$ cat src/pidt_pkg.sv
// Shared types and constants for the trapezoidal PID regulator.
package pidt_pkg;

    // configuration register indexes
    localparam logic [2:0] REG_GAIN_P    = 3'd0;
    localparam logic [2:0] REG_GAIN_I    = 3'd1;
    localparam logic [2:0] REG_GAIN_D    = 3'd2;
    localparam logic [2:0] REG_OUT_LIM   = 3'd3;
    localparam logic [2:0] REG_INT_LIM   = 3'd4;
    localparam logic [2:0] REG_TOL       = 3'd5;
    localparam logic [2:0] REG_MODE      = 3'd6;

    localparam int CMD_START = 1;

    // request to the serial multiply/divide unit
    typedef struct packed {
        logic start;
        logic div;
    } t_ser_req;

endpackage

$ cat src/pidt_serial_unit.sv
// Bit-serial unsigned multiplier and restoring divider, one bit per cycle.
module pidt_serial_unit #(
    parameter int W = 64
) (
    input  logic                i_clk,
    input  logic                i_rst_n,
    input  pidt_pkg::t_ser_req  i_req,
    input  logic [W-1:0]        i_a,
    input  logic [W-1:0]        i_b,
    output logic                o_done,
    output logic [2*W-1:0]      o_res
);
    localparam int CW = $clog2(W + 1);

    logic [2*W-1:0] r_acc, n_acc;
    logic [W-1:0]   r_b, n_b;
    logic [W:0]     r_rem, n_rem;
    logic [CW-1:0]  r_cnt, n_cnt;
    logic           r_busy, n_busy, r_div, n_div, r_done, n_done;
    logic [W:0]     w_trial;
    logic [W:0]     w_hsum;

    // one shift-and-add or shift-and-subtract step a cycle
    always_comb begin
        n_acc = r_acc; n_b = r_b; n_rem = r_rem; n_cnt = r_cnt;
        n_busy = r_busy; n_div = r_div; n_done = 1'b0;
        w_trial = {r_rem[W-1:0], r_acc[W-1]} - {1'b0, r_b};
        w_hsum = '0;
        if (i_req.start) begin
            n_acc = {{W{1'b0}}, i_a}; n_b = i_b; n_rem = '0;
            n_cnt = CW'(W); n_busy = 1'b1; n_div = i_req.div;
        end else if (r_busy) begin
            if (r_div) begin
                if (!w_trial[W]) begin
                    n_rem = w_trial;
                    n_acc = {r_acc[2*W-2:0], 1'b1};
                end else begin
                    n_rem = {r_rem[W-1:0], r_acc[W-1]};
                    n_acc = {r_acc[2*W-2:0], 1'b0};
                end
            end else begin
                // add the multiplicand into the upper half, then shift right
                w_hsum = {1'b0, r_acc[2*W-1:W]} + {1'b0, (r_acc[0] ? r_b : {W{1'b0}})};
                n_acc = {w_hsum, r_acc[W-1:1]};
            end
            n_cnt = r_cnt - 1'b1;
            if (r_cnt == CW'(1)) begin
                n_busy = 1'b0; n_done = 1'b1;
            end
        end
    end

    always_ff @(posedge i_clk) begin
        if (!i_rst_n) begin
            r_busy <= 1'b0; r_done <= 1'b0; r_cnt <= '0; r_div <= 1'b0;
        end else begin
            r_busy <= n_busy; r_done <= n_done; r_cnt <= n_cnt; r_div <= n_div;
        end
        r_acc <= n_acc; r_b <= n_b; r_rem <= n_rem;
    end

    assign o_done = r_done;
    assign o_res  = r_div ? {{W{1'b0}}, r_acc[W-1:0]} : r_acc;

    // a finish never comes without work in progress
    a_done_busy: assert property (@(posedge i_clk) disable iff (!i_rst_n)
        n_done |-> r_busy) else $error("finish without work");
    a_cnt: assert property (@(posedge i_clk) disable iff (!i_rst_n)
        r_busy |-> r_cnt != '0) else $error("busy with empty count");
    a_start: assert property (@(posedge i_clk) disable iff (!i_rst_n)
        i_req.start |=> r_busy) else $error("start lost");
endmodule

$ cat src/pid_controller_trapezoidal_unit.sv
// Top level of the trapezoidal PID regulator.
// channel   direction  tdata (low bit up)                          tuser
// s_axis    in         target, measured, time_now                  cmd
// m_axis    out        drive, integrator_value                     within_tol, zero_iv
// cfg       in         index i_cfg_index, data i_cfg_data          -
// An update makes five passes of the bit-serial unit (trapezoid product, secant
// divide, three gain products) and five single steps (wait, prep, clamp, sum, out)
// on its way from the request to the output.
// A start item goes from idle to the wait state, which loads a zero result and clears
// the state once the output register is free; no request is taken in the meantime.
// Reset is synchronous, active low, and clears the state at the clock edge.
// A held result lets the next request in; its sequence stalls at the last step
// until the held result is taken.
module pid_controller_trapezoidal_unit #(
    parameter int DATA_WIDTH = 32,
    parameter int FRAC_BITS  = 16
) (
    input  logic                    i_clk,
    input  logic                    i_rst_n,
    input  logic                    s_axis_tvalid,
    output logic                    s_axis_tready,
    input  logic [3*DATA_WIDTH-1:0] s_axis_tdata,  // target, measured, time_now
    input  logic                    s_axis_tuser,  // cmd
    output logic                    m_axis_tvalid,
    input  logic                    m_axis_tready,
    output logic [2*DATA_WIDTH-1:0] m_axis_tdata,  // drive, integrator_value
    output logic [1:0]              m_axis_tuser,  // within_tolerance, zero_interval
    input  logic                    i_cfg_valid,
    output logic                    o_cfg_ready,
    input  logic [2:0]              i_cfg_index,
    input  logic [2*DATA_WIDTH-1:0] i_cfg_data
);
    localparam int W  = DATA_WIDTH;
    localparam int MW = 2 * W + 2;

    localparam logic [3:0] ST_IDLE = 4'd0, ST_PREP = 4'd1, ST_TRAP = 4'd2,
        ST_DIV = 4'd3, ST_CLAMP = 4'd4, ST_MP = 4'd5, ST_MI = 4'd6,
        ST_MD = 4'd7, ST_SUM = 4'd8, ST_OUT = 4'd9, ST_WAIT = 4'd10;

    localparam logic signed [MW-1:0] SMAX = MW'((64'sd1 <<< (W-1)) - 1);
    localparam logic signed [MW-1:0] SMIN = -MW'(64'sd1 <<< (W-1));
    localparam logic [MW-1:0] ULIM = MW'(64'd1 << (W-1));

    // configuration
    logic signed [W-1:0] r_gp, r_gi, r_gd;
    logic [2*W-1:0] r_olim, r_ilim, r_tol;
    logic [1:0] r_mode;
    // state
    logic signed [W-1:0] r_isum, r_pmeas;
    logic [W-1:0] r_ptime;
    // working
    logic [3:0] r_st;
    logic signed [W-1:0] r_tgt, r_meas, r_e, r_pe, r_der, r_drive;
    logic [W-1:0] r_now, r_dt;
    logic signed [MW-1:0] r_sum;
    logic r_neg, r_zero, r_within, r_cmd;
    logic [2*W-1:0] r_odata;
    logic [1:0] r_ouser;
    logic r_oval;

    pidt_pkg::t_ser_req w_req;
    logic [MW-1:0] w_a, w_b;
    logic w_done;
    logic [2*MW-1:0] w_res;

    pidt_serial_unit #(.W(MW)) u_ser (
        .i_clk(i_clk), .i_rst_n(i_rst_n), .i_req(w_req), .i_a(w_a), .i_b(w_b),
        .o_done(w_done), .o_res(w_res));

    function automatic logic signed [MW-1:0] sat(input logic signed [MW-1:0] x);
        if (x > SMAX) return SMAX;
        if (x < SMIN) return SMIN;
        return x;
    endfunction

    function automatic logic [MW-1:0] mag(input logic signed [MW-1:0] x);
        return x[MW-1] ? MW'(-x) : x;
    endfunction

    // shifted magnitude to saturated signed value
    function automatic logic signed [MW-1:0] fin(input logic [2*MW-1:0] p,
            input int sh, input logic neg);
        logic [2*MW-1:0] q;
        q = p >> sh;
        if (q >= {{MW{1'b0}}, ULIM}) return neg ? SMIN : SMAX;
        return neg ? -$signed(q[MW-1:0]) : $signed(q[MW-1:0]);
    endfunction

    logic signed [MW-1:0] w_ext_e, w_ext_pe, w_fin, w_imax, w_imin, w_acc;
    logic signed [MW-1:0] w_mp;
    assign w_ext_e  = MW'(r_e);
    assign w_ext_pe = MW'(r_pe);
    assign w_imax = MW'($signed(r_ilim[2*W-1:W]));
    assign w_imin = MW'($signed(r_ilim[W-1:0]));

    // operands for the shared unit
    always_comb begin
        w_req = '0; w_a = '0; w_b = '0;
        w_mp = '0;
        unique case (r_st)
            ST_PREP: begin
                w_mp = w_ext_e + w_ext_pe;
                w_req.start = 1'b1; w_a = mag(w_mp); w_b = MW'(r_dt);
            end
            ST_TRAP: if (w_done) begin
                w_mp = w_ext_e - w_ext_pe;
                w_req.start = 1'b1; w_req.div = 1'b1;
                w_a = mag(w_mp) << FRAC_BITS;
                w_b = (r_dt == '0) ? MW'(1) : MW'(r_dt);
            end
            ST_CLAMP: begin
                w_req.start = 1'b1; w_a = mag(MW'(r_gp)); w_b = mag(w_ext_e);
            end
            ST_MP: if (w_done) begin
                w_req.start = 1'b1; w_a = mag(MW'(r_gi)); w_b = mag(MW'(r_isum));
            end
            ST_MI: if (w_done) begin
                w_req.start = 1'b1; w_a = mag(MW'(r_gd)); w_b = mag(MW'(r_der));
            end
            default: ;
        endcase
    end

    always_comb begin
        w_fin = '0;
        unique case (r_st)
            ST_TRAP: w_fin = fin(w_res, FRAC_BITS + 1, r_neg);
            ST_DIV:  w_fin = fin(w_res, 0, r_neg);
            default: w_fin = fin(w_res, FRAC_BITS, r_neg);
        endcase
    end
    assign w_acc = sat(r_sum + w_fin);

    logic w_take;
    logic w_out_free, w_load;
    assign w_take = s_axis_tvalid && s_axis_tready;
    assign s_axis_tready = (r_st == ST_IDLE);
    assign o_cfg_ready = 1'b1;
    // output register free now, or emptied at this edge
    assign w_out_free = !r_oval || (m_axis_tvalid && m_axis_tready);
    assign w_load = w_out_free && ((r_st == ST_OUT) ||
        ((r_st == ST_WAIT) && (r_cmd == 1'(pidt_pkg::CMD_START))));

    // control sequence
    always_ff @(posedge i_clk) begin
        if (!i_rst_n) begin
            r_st <= ST_IDLE; r_oval <= 1'b0;
            r_gp <= '0; r_gi <= '0; r_gd <= '0;
            r_olim <= {W'(1 << FRAC_BITS), W'(-(1 << FRAC_BITS))};
            r_ilim <= {W'(-(1 << FRAC_BITS)), W'(1 << FRAC_BITS)};
            r_tol <= '0; r_mode <= 2'd1;
            r_isum <= '0; r_pmeas <= '0; r_ptime <= '0;
        end else begin
            if (m_axis_tvalid && m_axis_tready && !w_load) r_oval <= 1'b0;
            if (i_cfg_valid) begin
                unique case (i_cfg_index)
                    pidt_pkg::REG_GAIN_P:  r_gp <= i_cfg_data[W-1:0];
                    pidt_pkg::REG_GAIN_I:  r_gi <= i_cfg_data[W-1:0];
                    pidt_pkg::REG_GAIN_D:  r_gd <= i_cfg_data[W-1:0];
                    pidt_pkg::REG_OUT_LIM: r_olim <= i_cfg_data;
                    pidt_pkg::REG_INT_LIM: r_ilim <= i_cfg_data;
                    pidt_pkg::REG_TOL:     r_tol <= i_cfg_data;
                    pidt_pkg::REG_MODE:    r_mode <= i_cfg_data[1:0];
                    default: ;
                endcase
            end
            unique case (r_st)
                ST_IDLE: if (w_take) begin
                    r_cmd  <= s_axis_tuser;
                    r_tgt  <= s_axis_tdata[W-1:0];
                    r_meas <= s_axis_tdata[2*W-1:W];
                    r_now  <= s_axis_tdata[3*W-1:2*W];
                    r_st   <= ST_WAIT;
                end
                ST_WAIT: begin
                    if (r_cmd == 1'(pidt_pkg::CMD_START)) begin
                        if (w_out_free) begin
                            r_isum <= '0; r_pmeas <= r_meas; r_ptime <= '0;
                            r_odata <= '0; r_ouser <= '0; r_oval <= 1'b1;
                            r_st <= ST_IDLE;
                        end
                    end else begin
                        r_dt <= r_now - r_ptime;
                        r_e  <= W'(sat(MW'(r_tgt) - MW'(r_meas)));
                        r_pe <= W'(sat(MW'(r_tgt) - MW'(r_pmeas)));
                        r_st <= ST_PREP;
                    end
                end
                ST_PREP: begin
                    r_neg <= w_mp[MW-1];
                    r_zero <= (r_dt == '0);
                    r_st <= ST_TRAP;
                end
                ST_TRAP: if (w_done) begin
                    r_isum <= W'(sat(MW'(r_isum) + w_fin));
                    r_neg <= w_mp[MW-1];
                    r_st <= ST_DIV;
                end
                ST_DIV: if (w_done) begin
                    r_der <= r_zero ? '0 : W'(w_fin);
                    r_st <= ST_CLAMP;
                end
                ST_CLAMP: begin
                    if (w_imax > w_imin) begin
                        if (MW'(r_isum) < w_imin) r_isum <= W'(w_imin);
                        else if (MW'(r_isum) > w_imax) r_isum <= W'(w_imax);
                    end
                    r_neg <= r_gp[W-1] ^ r_e[W-1];
                    r_sum <= '0;
                    r_st <= ST_MP;
                end
                ST_MP: if (w_done) begin
                    r_sum <= r_sum + w_fin;
                    r_neg <= r_gi[W-1] ^ r_isum[W-1];
                    r_st <= ST_MI;
                end
                ST_MI: if (w_done) begin
                    r_sum <= r_sum + w_fin;
                    r_neg <= r_gd[W-1] ^ r_der[W-1];
                    r_st <= ST_MD;
                end
                ST_MD: if (w_done) begin
                    r_sum <= w_acc;
                    r_st <= ST_SUM;
                end
                ST_SUM: begin
                    r_within <= 1'b0;
                    if (r_mode[1] && $signed(mag(w_ext_e)) < MW'($signed(r_tol[W-1:0]))
                        && $signed(mag(MW'(r_der))) < MW'($signed(r_tol[2*W-1:W]))) begin
                        r_drive <= '0; r_within <= 1'b1;
                    end else if (r_mode[0]) begin
                        // inverted limits: the high limit wins
                        if (r_sum > MW'($signed(r_olim[2*W-1:W])) ||
                            $signed(r_olim[W-1:0]) > $signed(r_olim[2*W-1:W]))
                            r_drive <= r_olim[2*W-1:W];
                        else if (r_sum < MW'($signed(r_olim[W-1:0])))
                            r_drive <= r_olim[W-1:0];
                        else r_drive <= W'(r_sum);
                    end else r_drive <= W'(r_sum);
                    r_st <= ST_OUT;
                end
                ST_OUT: if (w_out_free) begin
                    r_odata <= {r_isum, r_drive};
                    r_ouser <= {r_zero, r_within};
                    r_oval <= 1'b1;
                    r_pmeas <= r_meas; r_ptime <= r_now;
                    r_st <= ST_IDLE;
                end
                default: r_st <= ST_IDLE;
            endcase
        end
    end

    assign m_axis_tvalid = r_oval;
    assign m_axis_tdata  = r_odata;
    assign m_axis_tuser  = r_ouser;

    a_idle_take: assert property (@(posedge i_clk) disable iff (!i_rst_n)
        w_take |=> r_st == ST_WAIT) else $error("item not taken up");
    a_out_once: assert property (@(posedge i_clk) disable iff (!i_rst_n)
        r_st == ST_OUT |=> r_oval) else $error("result lost");
    a_zero_der: assert property (@(posedge i_clk) disable iff (!i_rst_n)
        r_st == ST_CLAMP && r_zero |-> r_der == '0) else $error("derivative on zero dt");
endmodule
$ cat config.mk
export PLATFORM = sky130hd
export DESIGN_NAME = pid_controller_trapezoidal_unit
export DESIGN_NICKNAME = d
export VERILOG_FILES = /design/src/pidt_pkg.sv /design/src/pidt_serial_unit.sv /design/src/pid_controller_trapezoidal_unit.sv
export SDC_FILE = /design/constraint.sdc
export NUM_CORES = 2
export LEC_CHECK = 0
export ABC_AREA = 1
export BUFFER_PORTS_ARGS = -buffer_cell sky130_fd_sc_hd__buf_2
export CAP_MARGIN = 10
export CORE_UTILIZATION = 45
export CTS_CLUSTER_DIAMETER = 60
export DETAILED_ROUTE_END_ITERATION = 12
export PLACE_DENSITY = 0.58
export SLEW_MARGIN = 15
export SYNTH_ARGS = -nofsm -noshare
export SYNTH_HDL_FRONTEND = slang
export SYNTH_HIERARCHICAL = 1
export SYNTH_SLANG_ARGS = --single-unit
$ cat constraint.sdc
create_clock -name i_clk -period 16.6 [get_ports i_clk]
set_clock_uncertainty 0.15 [all_clocks]
set_input_delay 2.49 -clock i_clk [delete_from_list [all_inputs] [get_ports i_clk]]
set_output_delay 2.49 -clock i_clk [all_outputs]
set_load 0.02 [all_outputs]
---- After elaboration in Yosys (flattened, before gate mapping) ----
Cells that the tools add are included.
storage, ports and cells
  input bits .............................. 169
  word-level logic and storage cells ...... 298
  output and inout port bits .............. 69
  register bits after elaboration ......... 1057
operators by class
  multiplexer cells ....................... 142
  $add $sub $neg .......................... 21
  bitwise gates (word level) .............. 6
  equal/unequal tests ..................... 29
  magnitude comparators ................... 19
  reductions and logical operators ........ 45
operator list
  kind                   number
  $mux 66                33
  $mux 32                26
  $pmux 66 s5            2
  $neg 32->66            6
  $mux 132               2
  $lt 66x32->1           3
  $neg 66->66            3
  $pmux 66 s3            1
  $mux 64                3
  $ge 132x32->1 const B  1
  $gt 66x32->1 const B   2
  $lt 66x32->1 const B   2
  $pmux 66 s2            1
  $pmux 32 s2            2
  $pmux 64 s2            1
  $ge 116x32->1 const B  1
  $ge 115x32->1 const B  1
  $sub 32x32->33         3
  $gt 32x32->1           3
  $pmux 32 s3            1
  $add 66x66->67         1
  $sub 67x66->67         1
  $add 32x66->66         1
  $add 66x66->66         1
  other kinds (48)       161

---- Depth between registers and ports, before layout ----
  word-level depth ........................ 20
  gate-level depth with buffers ........... 46

---- Cells and area by module ----
The synthesis kept the hierarchy.
modules (own cells, without submodules)
  module                           area each (µm²)  sequential area each (µm²)  times used  cells each
  pid_controller_trapezoidal_unit  69812.0          19598.8                     1           10433
  pidt_serial_unit                 24305.8          6806.5                      1           3879

---- Worst setup path after synthesis ----
OpenSTA, ideal clock, no wires.
  path type ............................... input-to-reg
  start ................................... in i_rst_n
  end ..................................... reg r_cmd, enable pin
  data arrival time ....................... 7347 ps
  slack ................................... 8549 ps
  stages on the path ...................... 5
  path buffers ............................ 3
  data required time ...................... 15896 ps
  path through ............................ clkbuf_1 > clkbuf_1 > buf_1 > nand2_1 > nor2_1
between the ends
  longest elaborated chain between the ends .. 1
ends and longest elaborated chain
  element                     RTL line                                RTL
  from (decl)                 pid_controller_trapezoidal_unit.sv:19   input logic i_rst_n,
  $reduce_and 3->1 (no line)  -
  to (signal assigned)        pid_controller_trapezoidal_unit.sv:169  r_cmd <= s_axis_tuser;
  to (decl)                   pid_controller_trapezoidal_unit.sv:56   logic r_neg, r_zero, r_within, r_cmd;
Every way passes these cells.
A chain may end at the register's enable or synchronous reset.

---- Worst setup path after layout ----
  start ................................... reg u_ser.r_div
  end ..................................... reg r_sum[32] (data pin)
between the ends
  longest elaborated chain between the ends .. 14
ends and longest elaborated chain
  element                                RTL line                                                                                                                RTL
  from (decl)                            pidt_serial_unit.sv:19                                                                                                  logic r_busy, n_busy, r_div, n_div, r_done, n_done;
  from (signal assigned)                 pidt_serial_unit.sv:57                                                                                                  r_busy <= n_busy; r_done <= n_done; r_cnt <= n_cnt; r_div <= n_div;
  $mux 132 *                             pidt_serial_unit.sv:63                                                                                                  assign o_res = r_div ? {{W{1'b0}}, r_acc[W-1:0]} : r_acc;
  via w_res[86]                          pid_controller_trapezoidal_unit.sv:64                                                                                   logic [2*MW-1:0] w_res;
  $ge 132x32->1 (tied with other cells)  pid_controller_trapezoidal_unit.sv:85                                                                                   if (q >= {{MW{1'b0}}, ULIM}) return neg ? SMIN : SMAX;
  $mux 1                                 pid_controller_trapezoidal_unit.sv:85
  $mux 1                                 pid_controller_trapezoidal_unit.sv:126                                                                                  unique case (r_st)
  $mux 66                                pid_controller_trapezoidal_unit.sv:86                                                                                   return neg ? -$signed(q[MW-1:0]) : $signed(q[MW-1:0]);
  $pmux 66 s2 *                          pid_controller_trapezoidal_unit.sv:126
  via w_fin[29]                          pid_controller_trapezoidal_unit.sv:89                                                                                   logic signed [MW-1:0] w_ext_e, w_ext_pe, w_fin, w_imax, w_imin, w_acc;
  $add 66x66->66 *                       pid_controller_trapezoidal_unit.sv:132, pid_controller_trapezoidal_unit.sv:213, pid_controller_trapezoidal_unit.sv:218
  $lt 66x32->1                           pid_controller_trapezoidal_unit.sv:72                                                                                   if (x < SMIN) return SMIN;
  $mux 1 (2 in a row)                    pid_controller_trapezoidal_unit.sv:72
  $mux 66                                pid_controller_trapezoidal_unit.sv:73                                                                                   return x;
  $mux 66                                pid_controller_trapezoidal_unit.sv:72
  $mux 66                                pid_controller_trapezoidal_unit.sv:222                                                                                  ST_MD: if (w_done) begin
  $pmux 66 s3 *                          pid_controller_trapezoidal_unit.sv:167                                                                                  unique case (r_st)
  to (signal assigned)                   pid_controller_trapezoidal_unit.sv:213                                                                                  r_sum <= r_sum + w_fin;
  to (signal assigned)                   pid_controller_trapezoidal_unit.sv:218                                                                                  r_sum <= r_sum + w_fin;
  to (signal assigned)                   pid_controller_trapezoidal_unit.sv:223                                                                                  r_sum <= w_acc;
  to (decl)                              pid_controller_trapezoidal_unit.sv:55                                                                                   logic signed [MW-1:0] r_sum;
Mark *: on every way through the listed nets, which the timed path passes. The rest lies on a longest branch. The select of a mux whose other input is x is not followed.

==> run summary <==
The die is 459 um tall. Before antenna repair, the detailed router went through 6 iterations. IR analysis of the VDD net gives a maximum drop of 0.188 mV. The largest single stage delay on the critical path is 0.99 ns. The logs give 7.11% for the global-route met3 utilization and 48.2 nW for the leakage power total.

After synthesis, the share of flip-flops with an asynchronous set or reset is 0%. The number of register bits inferred by synthesis came out at 1057. The met2 track utilization from global routing is 57.3%. Among the stages of the critical path, the cell type that occurs most often is nand2_1. After synthesis, the most frequently instantiated cells are nand2_1, inv_1, nor2_1.

Number of port buffers: 236. The critical path runs through a total of 35 cells. The area growth from synthesis to layout is 9.39%. Measured against its own limit, the worst slew margin works out to 13.4%.

After the first detailed-routing iteration, the DRC count stood at 11.4k. The number of clock sinks was 1057. Yosys attributes the largest share of cell area to edfxtp_1, nand2_1, dfxtp_1. The dominant delay contributor by cell family on the critical path is simple AND/OR/NAND/NOR gates. Fill cells in the final layout number 21.3k. The setup TNS after final layout came out at 0 ns. Once the clock tree was built, the setup fixing pass inserted 0 buffers.

The setup slack of the most critical reg-to-reg path came out at 5.99 ns. The via count of the first global-routing pass came out at 91.3k. Element type at the critical path end: a flop. The number of antenna violations at the first check in global routing is 34, and the global-route usage over all layers is 37.9%. The path type of the worst setup path was reg -> reg. The synthesized netlist occupies a cell area of 0.0941 sq mm.

The synthesized design spends more area on one cell type than any other, namely edfxtp_1. Setup repair after global routing left no endpoint under its margin. The number of ports placed on the die boundary was 238. The number of remaining DRC errors was 0; the count of H-tree levels built during CTS was 4. The minimum setup slack after placement came out at 6.26 ns. The most common cell in the synthesized netlist is nand2_1.

Global routing consumed, on the met1 layer, 49.6% of the routing resources. The tools report the switching power as 0.00803 W. Dividing the detail-routed via count by the number of cells gives 5.68. Entering global routing, the biggest net connects 169 pins. The final weighted congestion in routability-driven placement was 1.08; the count of flip-flops with a built-in enable after synthesis was 524. The arrival time at the worst endpoint is 11.00 ns, and the slew at the pin closest to its max-slew limit is 1.30 ns. The floorplan step defined a core boundary enclosing 0.207 sq mm. Cell internal power was estimated by the tool at 0.00759 W. In this run the horizontal extent of the chip is 459 um. The slowest cell on the critical path was a21oi_1.

Hold repair after CTS inserted 0 buffers. For the finished layout cell area, the log shows 0.103 sq mm. TritonCTS built the clock tree. The total placed cells including tap cells is 17.0k. For the count of cells resized by post-cts repair, the log shows 0. For this block, the routed nets add up to 412 mm of wire. The power per cell area came out at 152 mW/mm^2.

The maximum clock insertion buffer count is 3. Final cell count without fillers: 17.4k. The first global-routing pass estimated 595 mm of wire.

Buffers inserted during clock tree synthesis total 145. The detail route stage leaves a number of antenna-violating nets equal to 0. The top-area cell type share of the netlist area was 16.7%; the clock network fraction of design power was 21.1%. The hold-critical path depth is 2, and the count of yosys warnings during synthesis is 6.

Startpoint kind of the worst setup timing path: a flop. The data required time of the worst path came out at 16.99 ns. Maximum fanout encountered on the critical timing path: 86. The worst register-to-register path has a depth of 35. The wire-length estimate of the detail-placed layout is 333 mm. The share of layout cells above drive strength 1 works out to 6.06%.

The tool flagged a number of max-cap violations equal to 0. The routed layout has 98.5k vias. Once routing completed, OpenROAD measured the worst setup slack at 5.99 ns. After floorplanning, the core was divided into 167 placement rows. The run gives 54.3% as the combinational share of power. The starting density of the core came out at 45.4%. CTS placed an instance of clkbuf_16 at the clock tree root. The final hold violation count was 0; the power share of the sequential group was 24.5%. The worst min-delay path category was reg -> reg. The flow ran to the end, and the final reports show no timing, DRC or antenna violations. The tools report the area after detailed placement as 0.0978 sq mm. After synthesis, flip-flops and latches occupy 28.1% of the total area. The full die area was 0.211 sq mm. Synthesized area per cell: 6.58 sq um. The count of pins over their slew limit was 0; the final layout net count was 15.4k. Setup violations remaining at the end of the flow were counted as 0. met2 is the most crowded layer. The final critical path takes up 63.9% of the cycle. The run gives 14.3k as the synthesized instance count. Clock-pin slew was measured on the worst setup and hold paths at 0.06 ns. Together, buffers and inverters on the worst path number 5. Derived from the worst setup path, the maximum achievable clock frequency is 0.0942 GHz. The leftover overflow at the end of global routing is 0, and the average detailed-routed wire length per instance is 23.7 um. The later pin in the worst-skew pair is clocked with a latency of 0.83 ns. The predominant post-synthesis flop cell was dfxtp_1.

In this run, distinct cell masters in the synthesized netlist total 80. The final period demand of the worst path is 10.61 ns, and the switching power share of the total is 51.4%.
## sequential cells by signal, summed over array words and instances (netlist names), 64 cells and up
name          count
u_ser/r_acc     132
r_sum            66
u_ser/r_b        66
u_ser/r_rem      66
m_axis_tdata     64
r_ilim           64
r_olim           64
r_tol            64
## power groups by stage
stage / Clock, W / Combinational (W) / Sequential [W]
after floorplan: 0 / 0.00573 / 0.00358
after global placement: 0 / 0.00824 / 0.00385
after detailed placement: 0 / 0.00825 / 0.00385
after CTS: 0.00334 / 0.00830 / 0.00381
after global routing: 0.00344 / 0.00923 / 0.00386
final: 0.00330 / 0.00849 / 0.00383
## layout make-up
type                    count  area (sq um)  share of cell area [%]
diodes                     36          90.1                  0.0875
multi-input cells       10818         58200                    56.6
well taps                2788          3490                    3.39
repair buffers            343          2010                    1.95
inverters                2043          7670                    7.45
clock inverters            96          1200                    1.17
clock buffers             173          3860                    3.75
flip-flops and latches   1057         26400                    25.7
## cell families after synthesis
| group | Yosys count | share of synthesized area (%) |
|---|---|---|
| other cells | 2 | 0.00798 |
| compound gates | 2841 | 16.6 |
| buf+inv | 2555 | 10.7 |
| xor+xnor | 435 | 4.09 |
| flops | 1057 | 28.1 |
| simple gates | 6590 | 29.4 |
| fa+ha+maj | 832 | 11.1 |
## metrics by stage
stage | hold slack, ns | total power, W | util, %
6_report | 0.310 | 0.0156 | 49.6
5_1_grt | 0.324 | 0.0165 | 49.6
4_1_cts | 0.312 | 0.0154 | 49.6
3_5_place_dp | 0.302 | 0.0121 | 47.1
3_3_place_gp | 0.296 | 0.0121 | 47.1
2_1_floorplan | 0.285 | 0.00931 | -
## metal layers
layer  share of wire [%]  up-vias
met3                 8.8      866
li1                    -    47148
met4                 6.9        2
met2                  42     4650
met1                  42    45882
met5              0.0041        -
## worst paths after layout
check | startpoint | end
max reg2reg | u_ser/r_div | r_sum[32]
min | r_ptime[21] | r_ptime[21]
min reg2reg | r_ptime[21] | r_ptime[21]
max | u_ser/r_div | r_sum[32]
## worst register-to-register path: cells and delay by family, from the launching register on
kind	cells	cell delay, ns
and+or+nand+nor	23	4.15
buffers and inverters	5	2.39
AOI/OAI and AO/OA	5	1.97
DFF	1	0.89
adders and majority gates	2	0.79
## cells in the final DEF (no fill, tap or decap), types with 31 or more instances in the layout
cell	n
ha_1	823
o21ai_0	964
a21oi_1	1294
a21oi_2	42
inv_2	37
nor2_1	1634
inv_1	1992
diode_2	36
dfxtp_1	531
clkbuf_16	146
nand3_1	772
xor2_1	324
buf_4	106
o21ai_1	33
conb_1	120
or2_2	31
nand3b_1	33
a31oi_1	50
buf_2	235
nand2_4	32
o211ai_1	55
edfxtp_1	524
nor3_1	201
a21o_1	47
o21bai_1	61
o2111ai_1	32
xnor2_1	105
nand4_1	191
nand3_2	40
nor4_1	53
o21a_1	39
o22ai_1	94
nand2_1	3470
No activity file was read; power rests on OpenSTA's default activity.
